`config.mk`:
```
export PLATFORM = sky130hd
export DESIGN_NAME = m6502s_seq
export DESIGN_NICKNAME = d
export VERILOG_FILES = /design/src/design/m6502s_pkg.sv /design/src/design/m6502s_seq.sv
export SDC_FILE = /design/constraint.sdc
export NUM_CORES = 1
export LEC_CHECK = 0
export ABC_CLOCK_PERIOD_IN_PS = 4940
export BUFFER_PORTS_ARGS = -buffer_cell sky130_fd_sc_hd__buf_2
export CORE_MARGIN = 1.5
export CORE_UTILIZATION = 32
export CTS_CLUSTER_DIAMETER = 30
export DETAILED_ROUTE_END_ITERATION = 12
export PLACE_DENSITY = 0.53
export SYNTH_ARGS = -nofsm -noshare
export SYNTH_HDL_FRONTEND = slang
export SYNTH_SLANG_ARGS = --single-unit
```
`constraint.sdc`:
```
create_clock -name clk -period 4.94 [get_ports clk]
set_clock_uncertainty 0.2 [all_clocks]
set_input_delay 1.235 -clock clk [delete_from_list [all_inputs] [get_ports clk]]
set_output_delay 1.235 -clock clk [all_outputs]
set_load 0.01 [all_outputs]
```
`src/design/m6502s_pkg.sv`:
```
// Package with the shared types and instruction codes of the 6502-subset step core.
package m6502s_pkg;

	localparam logic CMD_LOAD = 1'b0;
	localparam logic CMD_EXEC = 1'b1;

	localparam logic [7:0] OP_LDA_ZP  = 8'hA5;
	localparam logic [7:0] OP_LSR_A   = 8'h4A;
	localparam logic [7:0] OP_EOR_IMM = 8'h49;
	localparam logic [7:0] OP_STA_ZP  = 8'h85;
	localparam logic [7:0] OP_LDY_IMM = 8'hA0;
	localparam logic [7:0] OP_LDX_IMM = 8'hA2;
	localparam logic [7:0] OP_DEX     = 8'hCA;
	localparam logic [7:0] OP_BNE     = 8'hD0;
	localparam logic [7:0] OP_DEY     = 8'h88;
	localparam logic [7:0] OP_JMP_ABS = 8'h4C;

	localparam logic [7:0] COLOUR_ADDR_A = 8'h08;
	localparam logic [7:0] COLOUR_ADDR_B = 8'h09;

	typedef enum logic [2:0] {
		ST_CLEAR,
		ST_IDLE,
		ST_OP,
		ST_B1,
		ST_DATA
	} seq_state_t;

	typedef struct packed {
		logic        rd_en;
		logic [15:0] rd_addr;
		logic        wr_en;
		logic [15:0] wr_addr;
		logic [7:0]  wr_data;
	} mem_req_t;

	typedef struct packed {
		logic [15:0] program_counter;
		logic [7:0]  accumulator;
		logic [7:0]  index_x;
		logic [7:0]  index_y;
		logic        carry_flag;
		logic        zero_flag;
		logic [7:0]  background_colour;
		logic        unsupported;
	} result_t;

endpackage

```
`src/design/m6502s_seq.sv`:
```
// Instruction sequencer with the architectural registers and the memory clearing pass.
module m6502s_seq #(
	parameter int unsigned MEM_DEPTH = 4096
) (
	input  logic                 clk,
	input  logic                 arst_n,
	input  logic                 buf_valid,
	input  logic                 buf_cmd,
	input  logic [11:0]          buf_addr,
	input  logic [7:0]           buf_data,
	input  logic                 out_free,
	input  logic [7:0]           rd_data,
	output logic                 buf_pop,
	output logic                 clearing,
	output m6502s_pkg::mem_req_t req,
	output logic                 commit,
	output m6502s_pkg::result_t  res
);
	import m6502s_pkg::*;

	localparam int unsigned AW = $clog2(MEM_DEPTH);

	seq_state_t    state_q;
	seq_state_t    state_d;
	logic [AW-1:0] clr_q;
	logic          clr_last;
	result_t       arch_q;
	logic [7:0]    op_q;
	logic [7:0]    b1_q;
	logic          is_long;
	logic [15:0]   pc_inc1;
	logic [15:0]   pc_inc2;
	logic [7:0]    val;

	assign clr_last = (clr_q == AW'(MEM_DEPTH - 1));
	assign is_long  = (op_q == OP_LDA_ZP) || (op_q == OP_JMP_ABS);
	assign pc_inc1  = arch_q.program_counter + 16'd1;
	assign pc_inc2  = arch_q.program_counter + 16'd2;
	assign clearing = (state_q == ST_CLEAR);

	always_comb begin
		state_d = state_q;
		unique case (state_q)
			ST_CLEAR: begin
				if (clr_last) begin
					state_d = ST_IDLE;
				end
			end
			ST_IDLE: begin
				if (buf_valid && (buf_cmd == CMD_EXEC)) begin
					state_d = ST_OP;
				end
			end
			ST_OP: begin
				state_d = ST_B1;
			end
			ST_B1: begin
				if (is_long) begin
					state_d = ST_DATA;
				end else if (out_free) begin
					state_d = ST_IDLE;
				end
			end
			ST_DATA: begin
				if (out_free) begin
					state_d = ST_IDLE;
				end
			end
			default: begin
				state_d = ST_IDLE;
			end
		endcase
	end

	always_comb begin
		res             = arch_q;
		res.unsupported = 1'b0;
		commit          = 1'b0;
		buf_pop         = 1'b0;
		req             = '0;
		val             = 8'h00;
		unique case (state_q)
			ST_CLEAR: begin
				req.wr_en   = 1'b1;
				req.wr_addr = 16'(clr_q);
				req.wr_data = 8'h00;
			end
			ST_IDLE: begin
				if (buf_valid) begin
					if (buf_cmd == CMD_LOAD) begin
						if (out_free) begin
							buf_pop             = 1'b1;
							commit              = 1'b1;
							req.wr_en           = 1'b1;
							req.wr_addr         = 16'(buf_addr);
							req.wr_data         = buf_data;
							res.program_counter = 16'h0000;
						end
					end else begin
						buf_pop     = 1'b1;
						req.rd_en   = 1'b1;
						req.rd_addr = arch_q.program_counter;
					end
				end
			end
			ST_OP: begin
				req.rd_en   = 1'b1;
				req.rd_addr = pc_inc1;
			end
			ST_B1: begin
				if (is_long) begin
					req.rd_en   = 1'b1;
					req.rd_addr = (op_q == OP_JMP_ABS) ? pc_inc2 : {8'h00, rd_data};
				end else if (out_free) begin
					commit              = 1'b1;
					res.program_counter = pc_inc2;
					unique case (op_q)
						OP_LSR_A: begin
							val                 = {1'b0, arch_q.accumulator[7:1]};
							res.carry_flag      = arch_q.accumulator[0];
							res.accumulator     = val;
							res.zero_flag       = (val == 8'h00);
							res.program_counter = pc_inc1;
						end
						OP_EOR_IMM: begin
							val             = arch_q.accumulator ^ rd_data;
							res.accumulator = val;
							res.zero_flag   = (val == 8'h00);
						end
						OP_STA_ZP: begin
							req.wr_en   = 1'b1;
							req.wr_addr = {8'h00, rd_data};
							req.wr_data = arch_q.accumulator;
							if ((rd_data == COLOUR_ADDR_A) || (rd_data == COLOUR_ADDR_B)) begin
								res.background_colour = arch_q.accumulator;
							end
						end
						OP_LDY_IMM: begin
							res.index_y   = rd_data;
							res.zero_flag = (rd_data == 8'h00);
						end
						OP_LDX_IMM: begin
							res.index_x   = rd_data;
							res.zero_flag = (rd_data == 8'h00);
						end
						OP_DEX: begin
							val                 = arch_q.index_x - 8'd1;
							res.index_x         = val;
							res.zero_flag       = (val == 8'h00);
							res.program_counter = pc_inc1;
						end
						OP_DEY: begin
							val                 = arch_q.index_y - 8'd1;
							res.index_y         = val;
							res.zero_flag       = (val == 8'h00);
							res.program_counter = pc_inc1;
						end
						OP_BNE: begin
							if (!arch_q.zero_flag) begin
								res.program_counter = pc_inc2 + {{8{rd_data[7]}}, rd_data};
							end
						end
						default: begin
							res.unsupported     = 1'b1;
							res.program_counter = pc_inc1;
						end
					endcase
				end
			end
			ST_DATA: begin
				if (out_free) begin
					commit = 1'b1;
					if (op_q == OP_JMP_ABS) begin
						res.program_counter = {rd_data, b1_q};
					end else begin
						res.accumulator     = rd_data;
						res.zero_flag       = (rd_data == 8'h00);
						res.program_counter = pc_inc2;
					end
				end
			end
			default: begin
				res = arch_q;
			end
		endcase
	end

	always_ff @(posedge clk or negedge arst_n) begin
		if (!arst_n) begin
			state_q <= ST_CLEAR;
			clr_q   <= '0;
			arch_q  <= '0;
		end else begin
			state_q <= state_d;
			if (state_q == ST_CLEAR) begin
				clr_q <= clr_q + 1'b1;
			end
			if (commit) begin
				arch_q <= res;
			end
		end
	end

	always_ff @(posedge clk) begin
		if (state_q == ST_OP) begin
			op_q <= rd_data;
		end
		if (state_q == ST_B1) begin
			b1_q <= rd_data;
		end
	end

endmodule

```
; ---- Yosys cells after proc, flatten, opt, wreduce, memory -nomap -nowiden
; Cells that the tools add are included.
[totals]
input_bits = 33
output_inout_bits = 96
elab_cells = 101
register_bits = 82
[op_classes]
eq_ne = 19
reduce_logical = 14
n_mux = 49
add_sub_neg = 6
bitwise = 1
[op_table]
columns = op, n
row1 = 2-to-1 mux 25 bit, 5
row2 = 2-to-1 mux 51 bit, 2
row3 = 2-to-1 mux 16 bit, 6
row4 = one-hot mux 25 bit (3 select lines), 1
row5 = one-hot mux 8 bit (2 select lines), 4
row6 = "== test 8 bit, second input constant", 7
row7 = 2-to-1 mux 17 bit, 3
row8 = one-hot mux 17 bit (3 select lines), 1
row9 = one-hot mux 16 bit (3 select lines), 1
row10 = 2-to-1 mux 42 bit, 1
row11 = zero test 8 bit, 4
row12 = one-hot mux 16 bit (2 select lines), 1
row13 = "== test 8 x 7 -> 1 bit, second input constant", 3
row14 = 2-to-1 mux 24 bit, 1
row15 = 2-to-1 mux 8 bit, 3
row16 = one-hot mux 9 bit (2 select lines), 1
row17 = "adder 16 x 1 -> 16 bit, second input constant", 1
row18 = adder 16 bit, 1
row19 = "adder 16 x 2 -> 16 bit, second input constant", 1
row20 = "== test 8 x 4 -> 1 bit, second input constant", 2
row21 = "subtractor 8 x 1 -> 8 bit, second input constant", 2
row22 = one-hot mux 3 bit (5 select lines), 1
row23 = "adder 12 x 1 -> 12 bit, second input constant", 1
row24 = "== test 12 bit, second input constant", 1
row25 = 19 further kinds, 35

; ---- Logic depth before layout (Yosys ltp)
; Gate-level depths: netlist of the first run.
[logic_depth]
depth_word = 7
mapped_depth = 14
depth_no_buf = 13

; ---- Least setup slack after synthesis of the first run
; No wires, ideal clock.
[synth_path]
path_type = in2out
start = in rd_data[1]
end = out res[49] (netlist bit)
required_time_ns = 3.505
arrival_time_ns = 3.376
path_slack_ns = 0.129
stages = 11
path_buffers = 1
cell_sequence = clkbuf_1 > inv_1 > fa_1 > nor2b_1 > o31a_1 > o211a_1 > o211ai_1 > a2111oi_0 > or3_1 > nand3_1 > nand2_1
[synth_lines]
columns = item, line
row1 = start: declaration, m6502s_seq.sv:12  ; input logic [7:0] rd_data,
row2 = end: declaration, m6502s_seq.sv:17  ; output m6502s_pkg::result_t res

==> out/results.txt, run 1 <==
The run finished with clean final reports. After synthesis, the largest family of logic cells by area is compound AO/OA/AOI/OAI gates. The worst min-delay path class was reg2reg. Wires add up to 27400 um.

Measured against the total synthesized area, the mux share comes to 3.61%. Once the floorplan was initialized, standard cells occupied 32.4% of the core. In this run the remaining antenna-violating nets after routing total 0. Once layout is complete, the utilization of the core stands at 41.5%. The H-tree was split into 3 levels.

Clock-pin slew was measured on the worst setup and hold paths at 60 ps. STA puts the critical path data required time at 3500 ps. For the worst-skew pair, the clock arrives at the later sink with an insertion delay of 360 ps.

Setup repair after global routing could not meet its margin everywhere. For this run the aggregate overflow at the end of global routing stands at 0. The share of synthesized cell area in full adder, half adder and majority cells is 4.37%, and the maximum vdd ir drop is 0.150 mV. TritonCTS created 9 clock buffers. Synthesis produced a netlist whose cell count is 904. The number of clock sinks came out at 82. For the number of global-route vias before repair, the log shows 7137. The longest clock path from root to sink contains 2 buffers. Measured along the y axis, the die boundary spans 154 um. The post-synthesis xor/xnor area fraction is 6.34%. The largest fanout on the critical path is 3, and the global-route wire length before repair is 41300 um.

The most used flip-flop cell after synthesis is dfrtp_1. The number of search-and-repair iterations in the first detailed-routing pass was 8; the total power density per cell area was 376 mW/mm^2. The mapped netlist covers 0.00732 mm^2. In the routed layout, each cell is associated on average with a via count of 5.84.

The worst path needs 4890 ps of the cycle, external delays included. TritonCTS built the clock tree. The run gives 0 ps as the final-layout setup total negative slack. The analysis attributes to cell leakage a power of 0.00422 uW. The tool flagged a number of max-cap violations equal to 0. The arrival time at the worst endpoint was 3450 ps. In the final layout, flip-flops and latches occupy 0.00214 mm^2. The share of synthesized flip-flops with an asynchronous set or reset was 80.5%; the number of remaining DRC errors was 0. Synthesis inferred 82 register bits.

The synthesized netlist devotes 30.2% of its cell area to compound gates. The number of port buffers is 124. Area enclosed by the die boundary: 0.0238 mm^2. The library cells used most frequently in the layout, excluding fill and tap cells, are buf_2, o21ai_0, buf_4.

The logs give 82 for the number of library cell types mapped by synthesis and 52.5 ps for the final critical-path setup slack. The final-layout fill cell count was 2293. Global routing consumed, over all layers together, 22.5% of the routing resources.

The detailed router finished its first iteration with 769 violations. The floorplan step set the die width to 154 um. The area growth from synthesis to layout is 27.9%. The max-slew violation count is 0. The commonest non-fill, non-tap cell in the layout is buf_2. The highest attainable clock frequency is 205 MHz, and the mean instance size in the synthesized netlist is 8.10 um^2. For the pin with the worst max-slew slack, the measured transition is 1100 ps.

129 I/O pins were placed. For this run, the register share of the synthesized area comes to 29.1%. Detailed placement finished with a half-perimeter wire length of 19800 um. Measured against its own limit, the worst slew margin works out to 26.8%.

The number of antenna violations at the first check in global routing was 0; the area share of and/or/nand/nor cells after synthesis was 20.2%. CTS placed an instance of clkbuf_16 at the clock tree root. Dividing the detail-routed wire length by the instance count gives 20.3 um. The hold violation total from the final report is 0, and the number of endpoints failing setup at the final stage is 0. In the final layout, the multi-input gates occupy 0.00508 mm^2. The tools report the Yosys warning count as 0.

The number of placement rows is 55, and the overall power consumption is 3530 uW. The worst setup path is launched from an input pin. STA classifies the critical path endpoint as an output pin. Routability-driven placement finished with a final weighted congestion of 0.949.

Final period utilization: 98.9%. By startpoint and endpoint, the worst setup path is classified as in2out. The repair_antennas step left the layout with diodes totalling 0. The worst hold margin was 280 ps. Post-placement setup slack: -255 ps.

At the end of the flow, the number of nets in the layout was 1119. The core region is 0.0226 mm^2. Entering global routing, the biggest net connects 46 pins. For the routed via count, the log shows 7892. The number of enable flip-flop cells after synthesis was 16; the share of post-route cells with drive strength above 1 was 30.7%.
==> per-stage QoR <==
step | cell area, um^2 | std cells
6_report | 9370 | 1351
5_1_grt | 9370 | 1351
4_1_cts | 9020 | 1333
3_5_place_dp | 8550 | 1313
3_3_place_gp | 8550 | 1313
2_1_floorplan | 7330 | 907
==> flip-flops by register name (all words and copies together) (netlist names) <==
register	cells
arch_q	51
b1_q	8
clr_q	12
op_q	8
state_q	3
==> report_power, final <==
part | leakage [uW] | switching (uW) | total, uW | internal [uW]
Clock | 0.000151 | 305 | 730 | 425
Combinational | 0.00304 | 1040 | 1800 | 759
Sequential | 0.00103 | 176 | 1000 | 824
==> Yosys cell counts (all sizes together), types with 5 or more instances <==
cell type,count,share of area (%)
buf,24,1.8
nor2b,5,0.43
nand2b,10,0.85
nand4,13,1.5
a22oi,19,1.9
xnor2,32,3.8
o22ai,9,0.77
nand3,25,1.7
a21o,7,0.72
mux2,19,2.9
a221o,20,2.7
and3,11,0.94
o21a,6,0.62
a222oi,8,1.1
clkbuf,51,2.6
a22o,16,1.9
dfrtp,66,23
ha,24,4.1
nor3,24,1.8
a31oi,5,0.43
mux2i,5,0.68
inv,32,1.6
o221ai,15,2.0
nand2,65,3.4
o21ai,104,7.1
xor2,21,2.5
a211oi,7,0.72
o31ai,9,0.92
a21oi,63,4.4
nor4,14,1.2
nor2,86,4.7
o211ai,9,0.92
edfxtp,16,6.6
a211o,7,0.84
==> path summary, 6_finish.rpt <==
path                                         from                     end  slack, ps  cells after the start
hold reg to reg             arch_q[0]$_DFFE_PN0P_   arch_q[0]$_DFFE_PN0P_        280                      1
max in group asynchronous                  arst_n  arch_q[42]$_DFFE_PN0P_       2660                      2
hold / removal              arch_q[0]$_DFFE_PN0P_   arch_q[0]$_DFFE_PN0P_        280                      1
setup reg to reg           arch_q[38]$_DFFE_PN0P_  arch_q[45]$_DFFE_PN0P_       1480                     15
min in group asynchronous                  arst_n  arch_q[50]$_DFFE_PN0P_        890                      1
setup / recovery                       rd_data[0]                 res[49]         50                     14
==> cells by family (layout without fill, tap and decap cells) <==
family,count (synthesis),after routing
AOI/OAI and AO/OA,327,327
xor gates and xnor gates,53,53
adders and majority gates,25,25
buffers and inverters,109,268
DFF,82,82
muxes,24,24
other,1,4
and+or+nand+nor,283,283
==> layer usage <==
metal | up-vias | part of all wire (%) | track usage [%]
met4 | 0 | 2.9 | 7.97
met2 | 355 | 44 | 34.6
met5 | - | 0 | 0
met3 | 62 | 8.1 | 4.51
li1 | 3710 | - | -
met1 | 3765 | 45 | 31.3
==> critical path: stages <==
cell	delay (ps)
buf_8	100
ha_4	160
inv_2	50
fa_2	200
nor2b_2	50
o31a_1	250
o211a_1	270
o211ai_1	250
buf_4	170
a2111oi_4	60
or3_1	380
nand3_2	80
nand2_1	50
buf_2	140
==> repair_timing <==
item | in CTS | in global routing
hold endpoints to repair | 0 | 0
gates resized for setup | 30 | 43
pin swaps | 11 | 28
endpoints found under the setup margin | 10 | 11
hold buffers | 0 | 0
setup buffers | 4 | 18
==> final cells by class <==
class / instances / area share [%]
Multi-Input combinational cell: 716 / 54.3
Sequential cell: 82 / 22.9
Timing Repair Buffer: 218 / 14.3
Tap cell: 285 / 3.81
Clock buffer: 11 / 2.71
Inverter: 34 / 1.36
Clock inverter: 5 / 0.641
No activity file was read; power rests on OpenSTA's default activity.
==> run 2: changes to the inputs <==
--- a/config.mk
+++ b/config.mk
@@ -11,7 +11,7 @@
 export CORE_UTILIZATION = 32
 export CTS_CLUSTER_DIAMETER = 30
 export DETAILED_ROUTE_END_ITERATION = 12
-export PLACE_DENSITY = 0.53
+export PLACE_DENSITY = 0.59
 export SYNTH_ARGS = -nofsm -noshare
 export SYNTH_HDL_FRONTEND = slang
 export SYNTH_SLANG_ARGS = --single-unit
==> run 2 against run 1 <==
- clock-buffer cell count down 1
- flip-flop and latch count unchanged
- global-route usage down 0.25 points
- setup slack worse by 15 ps
- maximum frequency down 0.30%
- sequential share of layout area up 0.20 points
- via count down 1.8%
- die area unchanged
- highest routed layer is now met5
- combinational power down 5%
- largest power group unchanged
- core utilization down 0.41 points
- sequential power about the same
- non-clock buffer count down 16
==> out/results.txt, run 2 (synthesized netlist as in run 1, its figures left out) <==
The number of clock sinks was 82 (unchanged); the number of hold buffers added after cts was 0 (unchanged). The per-cell routed wire length was 20.0 um (-1.4%); the final estimated routing congestion in global placement was 0.937 (-1.2%). Leaving out fill and tap cells, the most frequent cell in the layout is buf_2.

Origin of the worst setup path: rd_data[0]. The area of the core region is 0.0226 mm^2 (unchanged), and the flip-flop count of the largest register after layout is 51 (unchanged). The run gives 3 (unchanged) as the count of H-tree levels built during CTS. The run gives 0 (unchanged) as the number of antenna-violating nets in the routed design. In the final layout, the registers with the most flip-flops are arch_q x51, clr_q x12.

The hold violation total from the final report is 0 (unchanged). The number of search-and-repair iterations in the first detailed-routing pass was 6 (-2); the routed via count was 7746 (-1.8%). The slew at the pin with the worst max-slew slack was 912 ps (-186 ps). The signal on the critical path passes through buf_8, ha_4, inv_2, fa_2, nor2b_2, o31a_1, o211a_1, o211ai_1, buf_4, a2111oi_4, or3_1, nand3_2, nand2_1, buf_2. The category of the worst setup path capture point was an output pin. The number of port buffers came out at 124 (unchanged). The run gives 3500 ps (about the same) as the worst path required time. The tools report the maximum vdd ir drop as 0.171 mV (+14%). The post-route minimum period was 4900 ps (+14.7 ps); the via density per instance was 5.80 (-0.67%). The share of post-route cells with drive strength above 1 came out at 29.0% (-1.7 points).

The peak per-stage delay on the critical path works out to 350 ps (-30 ps). Clock buffer count from CTS: 9 (unchanged). The run gives 129 (unchanged) as the number of ports placed on the die boundary.

The area enclosed by the die boundary is 0.0238 mm^2 (unchanged). The total routed wirelength is 26700 um (-2.6%). For the insertion delay to the later sink of the worst-skew pair, the log shows 350 ps (about the same).

The total power density per cell area was 370 mW/mm^2 (-1.7%). The top register by number of flip-flops was arch_q. Headroom to the max-slew limit: 39.0% (+12 points).

The area growth from synthesis to layout is 26.7%. The count of max-cap constraint violations came out at 0 (unchanged). The flow ran to the end, and the final reports show no timing, DRC or antenna violations. The run gives 0.00412 uW (-2.5%) as the static leakage.

The worst reg2reg path startpoint is arch_q[38]$_DFFE_PN0P_. The iteration-0 DRC count of the detailed router is 757 (-1.6%), and the clock tree buffer depth is 2 (unchanged). The tools report the number of remaining DRC errors as 0 (unchanged). Among all stages on the critical path, the largest delay is contributed by or3_1. The tools report the number of nets in the finished design as 1103 (-1.4%). TritonCTS built the clock tree. The leftover overflow at the end of global routing is 0 (unchanged), and the final-layout setup total negative slack is 0 ps (unchanged).

The startpoint identified for the worst hold timing path is arch_q[0]$_DFFE_PN0P_. The largest fanout on the critical path is 3 (unchanged). In this run the worst hold path is classified as reg2reg. The number of diodes added for antenna fixing is 0 (unchanged).

The highest attainable clock frequency was 204 MHz (-0.30%); the number of global-route vias before repair was 7212 (+1.1%). The vertical die dimension was 154 um (unchanged); the worst hold margin was 284 ps (+4.86 ps). Max-slew violation count: 0 (unchanged).

Setup repair after global routing could not meet its margin everywhere. The die boundary width works out to 154 um (unchanged). The initial core utilization is 32.4% (unchanged), and the global-route wire length before repair is 41000 um (-0.90%). The library cell used as clock root buffer was clkbuf_16. The logs give 3430 uW (-2.7%) for the overall power consumption and 22.2% (-0.25 points) for the overall routing resource usage. The final period utilization was 99.2% (+0.30 points); the number of endpoints failing setup at the final stage was 0 (unchanged).

The pin count of the biggest net entering global routing is 51 (+11%). The top cell types in the final layout, fill and taps aside, are buf_2, o21ai_0, nor2_1. Arrival time at the worst endpoint: 3470 ps (+20 ps). The run gives 19500 um (-1.6%) as the HPWL reported at the end of detailed placement. The logs give 55 (unchanged) for the number of placement rows and 1 (+1) for the number of antenna violations at the first check in global routing. Kind of start point of the critical path: an input pin. The critical path is of the in2out type. CTS clock-pin slew for the worst setup and hold paths: 60 ps (about the same).
==> run 2: cell count changes in the layout (fill, tap and decap cells not counted), sizes merged <==
cell / before / now
buf: 218 / 202
clkbuf: 11 / 10
inv: 33 / 34
==> run 2: stage by stage <==
step	instances	cell area [um^2]	setup slack [ps]	utilization (%)
finish	1335	9270	37.7	41.1
floorplan	907	7330	129	-
detailed placement	1313	8540	-188	37.8
CTS	1331	9000	-43.5	39.9
global route	1335	9270	-120	41.1
global placement	1313	8540	-110	37.8
==> run 2: final timing paths <==
| check | end | slack (ps) | depth (start not counted) |
|---|---|---|---|
| worst max-delay path | res[49] | 40 | 14 |
| min in group asynchronous | arch_q[46]$_DFFE_PN0P_ | 640 | 1 |
| worst min register to register | arch_q[0]$_DFFE_PN0P_ | 280 | 1 |
| max in group asynchronous | arch_q[38]$_DFFE_PN0P_ | 2810 | 2 |
| worst max register to register | arch_q[49]$_DFFE_PN0P_ | 1600 | 15 |
| worst min-delay path | arch_q[0]$_DFFE_PN0P_ | 280 | 1 |
==> run 2: cell type report <==
cell class	instances	area (um^2)
Inverter	34	128
Timing Repair Buffer	202	1240
Clock inverter	6	65.1
Multi-Input combinational cell	716	5110
Clock buffer	10	229
Sequential cell	82	2140
Tap cell	285	357
Fill cell	2306	13300
==> run 2: report_power, final <==
part           internal, uW  switching (uW)  total (uW)
Combinational           716             998        1710
Sequential              824             199        1020
Clock                   394             299         693
Total                  1930            1500        3430
==> run 2: routing by layer <==
layer | routed length (um) | part of all wire (%) | vias to the layer above | track usage (%)
met5 | 10 | 0.037 | - | 0
met4 | 783 | 2.9 | 2 | 8.97
met3 | 2000 | 7.5 | 51 | 3.42
met2 | 11700 | 44 | 314 | 34.2
met1 | 12100 | 46 | 3705 | 31.1
li1 | - | - | 3674 | -
==> run 2: repair_timing <==
| action | CTS | global route |
|---|---|---|
| endpoints found under the setup margin | 6 | 7 |
| gates resized for setup | 29 | 45 |
| pin swaps | 12 | 17 |
| cloned | 0 | 0 |
| buffers inserted | 2 | 5 |
==> run 2: worst max-delay path, delay by kind of cell <==
kind | cells | cell delay (ps)
and+or+nand+nor | 4 | 540
AOI/OAI and AO/OA | 4 | 870
buffers and inverters | 4 | 470
adders and majority gates | 2 | 350
==> run 3: changes to the inputs <==
--- a/config.mk
+++ b/config.mk
@@ -5,7 +5,7 @@
 export SDC_FILE = /design/constraint.sdc
 export NUM_CORES = 1
 export LEC_CHECK = 0
-export ABC_CLOCK_PERIOD_IN_PS = 4940
+export ABC_CLOCK_PERIOD_IN_PS = 6000
 export BUFFER_PORTS_ARGS = -buffer_cell sky130_fd_sc_hd__buf_2
 export CORE_MARGIN = 1.5
 export CORE_UTILIZATION = 32
==> constraint.sdc (replaced) <==
create_clock -name clk -period 6 [get_ports clk]
set_clock_uncertainty 0.2 [all_clocks]
set_input_delay 1.5 -clock clk [delete_from_list [all_inputs] [get_ports clk]]
set_output_delay 1.5 -clock clk [all_outputs]
set_load 0.01 [all_outputs]
==> run 3 against run 2 <==
- wire length shrank 2.9%
- design area fell by 8.1%
- combinational power fell by 30%
- sequential power fell by 18%
- die area is the same
- critical path type unchanged
- cell count fell by 3.7%
- highest routed layer unchanged
==> out/results.txt, run 3 (synthesized netlist as in run 1, its figures left out) <==
The count of H-tree levels built during CTS came out at 3 (unchanged). The path depth of the worst reg2reg path came out at 14 (-1). The tools report the origin of the worst setup path as rd_data[0]. The run gives 32.4% (unchanged) as the initial core utilization. The clock buffer count from CTS is 9 (unchanged). The final instance area was 0.00853 mm^2 (-8.1%). Static timing analysis puts the maximum clock frequency at 174 MHz. The run gives 0 (unchanged) as the leftover overflow at the end of global routing. The total power density per cell area was 304 mW/mm^2 (-18%); the area of the core region was 0.0226 mm^2 (unchanged). In this run the critical register-to-register path is launched from arch_q[37]$_DFFE_PN0P_.

The tools report the post-CTS setup buffer count as 0 (-2). Headroom to the max-slew limit: 24.4% (-15 points). The HPWL reported at the end of detailed placement came out at 18800 um (-3.4%).

The hold path depth is 1 (unchanged). The worst hold path begins at arch_q[0]$_DFFE_PN0P_. The largest registers in the layout are arch_q x51, clr_q x12. The number of nets in the finished design is 1054 (-4.4%), and the instance area at placement is 0.00822 mm^2 (-3.8%).

The logs give 0 (unchanged) for the hold violation total from the final report and 0 (unchanged) for the count of max-cap constraint violations. The logs give 129 (unchanged) for the number of ports placed on the die boundary and 25900 um (-2.9%) for the total routed wirelength. The largest fanout on the critical path was 3 (unchanged); the routed via count was 7623 (-1.6%). The vertical die dimension was 154 um (unchanged); the static leakage was 0.00384 uW (-6.7%).

The worst setup path is captured at an output pin. In the layout the commonest cells are buf_2, o21ai_0, nor2_1. The number of remaining DRC errors was 0 (unchanged). Number of antenna violations at the first check in global routing: 1 (unchanged). Flip-flop count of the largest register after layout: 51 (unchanged). The number of clock sinks is 82 (unchanged), and the final period utilization is 96.0%. Setup repair after global routing left no endpoint under its margin.

The share of post-route cells with drive strength above 1 is 21.2% (-7.8 points), and the total area of sequential cells is 0.00213 mm^2 (-0.41%). Final estimated routing congestion in global placement: 0.919 (-1.9%). The worst setup path is launched from an input pin. For the overall power consumption, the log shows 2600 uW (-24%). For the final-layout setup total negative slack, the log shows 0 ps (unchanged). arch_q holds more flip-flops than any other register. The number of search-and-repair iterations in the first detailed-routing pass was 8 (+2); the iteration-0 DRC count of the detailed router was 849 (+12%). TritonCTS built the clock tree. Area of the multi-input gates: 0.00479 mm^2 (-6.3%).

The min-delay analysis places its worst path in the category reg2reg. The arrival time at the worst endpoint came out at 4060 ps (+590 ps). The area enclosed by the die boundary came out at 0.0238 mm^2 (unchanged). The die boundary width is 154 um (unchanged). The flow ran to the end, and the final reports show no timing, DRC or antenna violations. The number of diodes added for antenna fixing was 0 (unchanged); the worst path required time was 4300 ps (+800 ps).

The run gives 2 (unchanged) as the clock tree buffer depth. The share of the core filled with cells in the final layout is 37.8% (-3.3 points). The per-cell routed wire length came out at 20.2 um (+0.88%). The max-slew violation count came out at 0 (unchanged). The number of hold buffers added after cts was 0 (unchanged).

Area growth from synthesis to final layout: 16.5%. In this run the clock root is driven by a clkbuf_16. The run gives 0 (unchanged) as the number of antenna-violating nets in the routed design. The number of port buffers came out at 124 (unchanged). The maximum vdd ir drop was 0.134 mV (-22%). The run gives 2322 (+0.69%) as the final-layout fill cell count. The worst setup path is of the in2out kind. The slew at the pin with the worst max-slew slack was 1130 ps (+217 ps); the global-route wire length before repair was 39600 um (-3.3%). The via density per instance came out at 5.93 (+2.2%). Leaving out fill and tap cells, the most frequent cell in the layout is buf_2.

CTS clock-pin slew for the worst setup and hold paths: 70 ps (about the same). The tools report the number of global-route vias before repair as 6930 (-3.9%). The clock period could shrink to 5760 ps.

The number of endpoints failing setup at the final stage is 0 (unchanged). The overall routing resource usage is 21.4% (-0.84 points). The tools report the insertion delay to the later sink of the worst-skew pair as 350 ps (about the same). The tools report the number of placement rows as 55 (unchanged).

The tools report the pin count of the biggest net entering global routing as 48 (-5.9%).
[run 3: cell count changes in the layout (fill, tap and decap cells not counted), moves of 5 or more]
cell,delta
buf_4,-45
dfrtp_1,+7
dfrtp_2,-7
ha_4,-6
ha_1,+5
nand3_1,+5
xnor2_4,-5
[run 3: power breakdown]
| part | total (uW) | switching, uW | internal, uW |
|---|---|---|---|
| combinational | 1200 | 741 | 463 |
| clock | 552 | 248 | 304 |
| sequential | 840 | 165 | 675 |
[run 3: what timing repair did]
item / in CTS / in global routing
gates resized for setup: 0 / 5
setup endpoints to repair: 0 / 4
hold endpoints to repair: 0 / 0
[run 3: stage by stage]
stage	cells	hold slack (ps)	setup WS [ps]
2_1_floorplan	907	251	659
3_3_place_gp	1270	260	317
3_5_place_dp	1270	267	302
4_1_cts	1285	282	195
5_1_grt	1285	308	1.39
6_report	1285	281	240
[run 3: final timing paths]
kind	to	slack (ps)
worst max-delay path	res[45]	240
worst min-delay path	arch_q[0]$_DFFE_PN0P_	280
worst max register to register	arch_q[50]$_DFFE_PN0P_	2170
worst min register to register	arch_q[0]$_DFFE_PN0P_	280
max in group asynchronous	arch_q[19]$_DFFE_PN0P_	3620
min in group asynchronous	clr_q[11]$_DFFE_PN0P_	930
[run 3: area by class of cell]
class	count	share of cell area, %
clock inverter	4	0.323
sequential	82	25.0
timing repair buffer	153	9.83
multi-input combinational	716	56.2
clock buffer	11	2.98
tap	285	4.18
inverter	34	1.50
[run 3: worst max-delay path: stages]
cell and delay [ps]:
buf_2 120, ha_1 260, inv_1 90, fa_1 410, nor2b_1 160, o31a_1 190, o211a_1 220, o211ai_1 130
a21o_1 190, a31oi_1 300, a21oi_1 100, a211o_1 240, buf_2 140
[run 3: routing by layer]
metal	routed length [um]	global-route usage [%]	vias up	part of all wire (%)
met4	848	8.15	2	3.3
met1	11700	29.7	3622	45
met5	10	0	-	0.039
met3	2330	4.57	63	9.0
met2	11000	32.4	344	43
li1	-	-	3592	-
